## config.mk

```make
export PLATFORM = sky130hd
export DESIGN_NAME = hgl_sat_ctr
export DESIGN_NICKNAME = d
export VERILOG_FILES = /design/src/rtl/core/hgl_pkg.sv /design/src/rtl/core/hgl_sat_ctr.sv
export SDC_FILE = /design/constraint.sdc
export NUM_CORES = 1
export LEC_CHECK = 0
export ABC_AREA = 0
export BUFFER_PORTS_ARGS = -buffer_cell sky130_fd_sc_hd__buf_4
export CORE_MARGIN = 10
export CORE_UTILIZATION = 52
export DETAILED_ROUTE_END_ITERATION = 12
export MAX_ROUTING_LAYER = met4
export PLACE_DENSITY = 0.8
export SLEW_MARGIN = 30
export SYNTH_ARGS = -nofsm -noshare
export SYNTH_HDL_FRONTEND = slang
export SYNTH_SLANG_ARGS = --single-unit
export TNS_END_PERCENT = 10
```

## constraint.sdc

```tcl
create_clock -name vclk -period 2.2
set_input_delay 0.11 -clock vclk [all_inputs]
set_output_delay 0.11 -clock vclk [all_outputs]
set_load 0.01 [all_outputs]
```

## src/rtl/core/hgl_pkg.sv

```systemverilog
// Shared types and constants for the hybrid gshare/local branch predictor.
`timescale 1ns / 1ps

package hgl_pkg;

  localparam int ADDR_W = 32;
  localparam int CFG_W  = 4;

  localparam logic [CFG_W-1:0] CTR_BITS_RESET = 4'd2;

  // Chooser record codes: bit 0 is gshare right, bit 1 is local right.
  localparam logic [1:0] REC_NONE   = 2'd0;
  localparam logic [1:0] REC_GSHARE = 2'd1;
  localparam logic [1:0] REC_LOCAL  = 2'd2;
  localparam logic [1:0] REC_BOTH   = 2'd3;

  typedef struct packed {
    logic [ADDR_W-1:0] branch_address;
    logic              taken;
  } item_t;

  typedef struct packed {
    logic       gshare_prediction;
    logic       local_prediction;
    logic       gshare_correct;
    logic       local_correct;
    logic       gshare_miss_counted;
    logic       local_miss_counted;
    logic [1:0] prior_record;
  } result_t;

  typedef enum logic [1:0] {
    ST_CLEAR,
    ST_IDLE,
    ST_LOOKUP,
    ST_UPDATE
  } state_t;

endpackage

```

## src/rtl/core/hgl_sat_ctr.sv

```systemverilog
// Saturating counter direction and next value for a run-time counter width.
`timescale 1ns / 1ps

module hgl_sat_ctr #(
  parameter int MAX_COUNTER_BITS = 8
) (
  input  logic [MAX_COUNTER_BITS-1:0] value,
  input  logic                        taken,
  input  logic [hgl_pkg::CFG_W-1:0]   width,
  output logic                        pred,
  output logic [MAX_COUNTER_BITS-1:0] value_next
);

  logic [MAX_COUNTER_BITS-1:0] half;
  logic [MAX_COUNTER_BITS-1:0] top;

  assign half = MAX_COUNTER_BITS'(1) << (width - hgl_pkg::CFG_W'(1));
  assign top  = ~({MAX_COUNTER_BITS{1'b1}} << width);
  assign pred = (value >= half);

  // A counter left above the top by a lowered width holds on taken.
  always_comb begin
    value_next = value;
    if (taken) begin
      if (value < top) begin
        value_next = value + MAX_COUNTER_BITS'(1);
      end
    end else if (value != '0) begin
      value_next = value - MAX_COUNTER_BITS'(1);
    end
  end

endmodule

```

==> reports/qor.csv <==
stage,metric,value,unit
setup_path,worstPathRequired,2.09,ns
setup_path,setup.worst_path.class,in2out,
power_and_ir_drop,ir_drop,124,uV
global_route,grt.overflow.total,0,
setup_path,timing.critical_path.to_type,output port,
status,run_status,"complete, no violations",
die,fp.dieH,61.2,um
detailed_routing,drt_first_pass_iters,4,
timing,timing.slew.headroom,72.5,%
cells_and_area,flow.area_growth_from_synthesis,22.3,%
yosys,yosysWarningCount,0,
yosys,synth.top_cells.by_area,"sky130_fd_sc_hd__ha_1 26%, sky130_fd_sc_hd__a21oi_1 4.5%, sky130_fd_sc_hd__nand3_1 4.5%",
global_route,grt_pass1_wl,3760,um
yosys,synthDistinctLibCells,42,
yosys,mappedNetlistArea,881,um2
job,drv_cap,0,
setup_path,crit_path_frequent_cell,sky130_fd_sc_hd__buf_4,
setup_path,critical-path-slowest-cell,sky130_fd_sc_hd__nor4_2,
cells_and_area,final_core_util,69.1,%
setup_path,slowest_delay,0.33,ns
setup_path,crit_path_start_kind,primary input,
yosys,syn-instance-count,124,
timing,final.period_utilization,95.9,%
detailed_routing,drt_first_iter_violations,15,
timing,max_slew.worst_pin.slew,0.406,ns
setup_path,crit_path_depth,10,
worst_hold_path,holdCritPathClass,in2out,
yosys,syn-num-nets,155,
detailed_routing,antenna_violating_nets_post_route,0,
timing,final.hold.worst_slack,0.552,ns
cells_and_area,number_of_flip_flops_and_latches,0,
timing,report.final.setup_viol,0,
placement,finalWeightedCongestion,0.921,
placement,placement.setup.worst_slack,0.0618,ns
detailed_routing,drt-wirelength-per-cell,15.7,um
power_and_ir_drop,power.switching_fraction,52.6,%
worst_hold_path,worst_hold_path.num_cells,3,
placement,port_buffers,22,
timing,fin_setup_tns,0,ns
placement,dp_hpwl,1900,um
global_route,grt_pass1_vias,892,
timing,period_needed,2.11,ns
detailed_routing,routed-wl-met3,109,um
setup_path,crit_buf_inv,3,
die,floorplan.io_pins,22,
die,die_boundary_width,61.2,um
setup_path,worst_path_dominant_cell_family,buffers and inverters,
cells_and_area,final_nets,174,
die,floorplan.die_area,3740,um2
power_and_ir_drop,power.share.sequential,0,%
cells_and_area,fraction_of_final_layout_cells_sized_beyond_drive_strength_1,28.4,%
detailed_routing,detailroute.wirelength.met2,1190,um
setup_path,critPathArrivalTime,2.00,ns
detailed_routing,route.top_layer_used,met4,
power_and_ir_drop,intPower,106,uW
cells_and_area,antenna_cells,0,
power_and_ir_drop,leakage,0.471,nW
power_and_ir_drop,power.total,223,uW
power_and_ir_drop,power.net_switching,117,uW
detailed_routing,post-route-drc-count,0,
die,row_count,14,
die,starting_density,56.5,%
yosys,synth.most_common_cell,sky130_fd_sc_hd__ha_1,
timing,achievable-frequency,0.474,GHz
detailed_routing,totalWireLength,2470,um
yosys,synth.largest_area_cell,sky130_fd_sc_hd__ha_1,
setup_path,path_cells,buf_4 -> a211oi_1 -> ha_1 -> nand3_1 -> a211oi_2 -> nor4_2 -> buf_4 -> a31oi_1 -> mux2_4 -> buf_4,
global_route,grt_max_degree,17,
yosys,synth_seq_area_share,0,%
setup_path,timing.critical_path.fanout_max,10,
yosys,synth.avg_cell_area,7.10,um2
timing,final_hold_viol_count,0,
cells_and_area,register_area,0,um2
timing,number_of_slew_limit_violations_in_the_final_report,0,
global_route,grt_util_all_layers,12.4,%
power_and_ir_drop,proportion_of_power_drawn_by_the_clock_network,0,%
timing,final_worst_setup_slack,0.0912,ns
yosys,synth_top_cells_by_count,"18 x sky130_fd_sc_hd__ha_1, 10 x sky130_fd_sc_hd__nor2_1, 8 x sky130_fd_sc_hd__a21oi_1, 8 x sky130_fd_sc_hd__nand3_1",
yosys,synth.top_cell.area_share,25.6,%
detailed_routing,dr_total_vias,984,
cts,ctsHoldBuffers,0,
die,core,1560,um2
detailed_routing,wl_met1,1120,um
detailed_routing,avgViaCountPerCell,6.27,
global_route,antenna_found_initial,0,
power_and_ir_drop,power.share.combinational,100.0,%
cells_and_area,nClkBuffers,0,
power_and_ir_drop,pwr_density_cell,207,nW/um2
[power by group through the flow]
| stage | clock network, mW | registers, mW | logic, mW |
|---|---|---|---|
| 3_3_place_gp | 0 | 0 | 0.196 |
| 4_1_cts | 0 | 0 | 0.203 |
| 2_1_floorplan | 0 | 0 | 0.128 |
| 5_1_grt | 0 | 0 | 0.246 |
| 3_5_place_dp | 0 | 0 | 0.202 |
| 6_report | 0 | 0 | 0.223 |
[cells by family (layout without fill, tap and decap cells)]
group | count (synthesis) | count (layout) | synth area share [%]
AO/OA/AOI/OAI | 38 | 38 | 31.0
XOR/XNOR | 1 | 1 | 0.994
adder cells (fa/ha/maj) | 18 | 18 | 25.6
buffers and inverters | 15 | 32 | 8.95
multiplexers | 1 | 1 | 1.28
AND/OR/NAND/NOR | 51 | 51 | 32.2
[routing by layer]
metal,vias up,global-route usage (%)
met5,-,-
met3,6,1.23
met4,0,2.61
met1,437,14.6
met2,29,22.0
li1,512,-
[layout make-up]
| cell class | instances | area (um2) |
|---|---|---|
| Tap cell | 16 | 20.0 |
| Timing Repair Buffer | 25 | 211 |
| Fill cell | 147 | 482 |
| Inverter | 7 | 26.3 |
| Multi-Input combinational cell | 109 | 820 |
[placed cells by master, fill, tap and decap left out, types with 2 or more instances in the layout]
cell                       Yosys  final
sky130_fd_sc_hd__nor3_1        2      2
sky130_fd_sc_hd__ha_1         18     18
sky130_fd_sc_hd__and2_1        3      3
sky130_fd_sc_hd__a211oi_1      2      2
sky130_fd_sc_hd__or3_1         3      3
sky130_fd_sc_hd__and3_1        3      3
sky130_fd_sc_hd__a31oi_1       5      5
sky130_fd_sc_hd__nand2_1       7      7
sky130_fd_sc_hd__a21oi_2       1      2
sky130_fd_sc_hd__nand2b_1      3      3
sky130_fd_sc_hd__a32oi_1       2      2
sky130_fd_sc_hd__a21o_1        2      2
sky130_fd_sc_hd__o21ai_0       6      6
sky130_fd_sc_hd__nand3_1       8      8
sky130_fd_sc_hd__a21oi_1       8      7
sky130_fd_sc_hd__a31o_2        3      3
sky130_fd_sc_hd__nor4_1        3      3
sky130_fd_sc_hd__buf_6         2      2
sky130_fd_sc_hd__inv_1         7      6
sky130_fd_sc_hd__buf_4         2     21
sky130_fd_sc_hd__nand4_1       2      2
sky130_fd_sc_hd__nor2_1       10      8
[what timing repair did]
item,4_1_cts,5_1_grt
gates resized for setup,0,8
setup endpoints to repair,0,5
setup buffers,0,1
[metrics by stage]
step,area (um2),std cells
after detailed placement,1020,155
final,1080,157
after floorplan,881,124
after global placement,1020,155
after global routing,1080,157
after CTS,1020,155
[worst paths after layout]
path / startpoint / end
worst max-delay path: width[3] / value_next[7]
worst min-delay path: value[0] / value_next[0]
(Power assumes the default switching activity.)
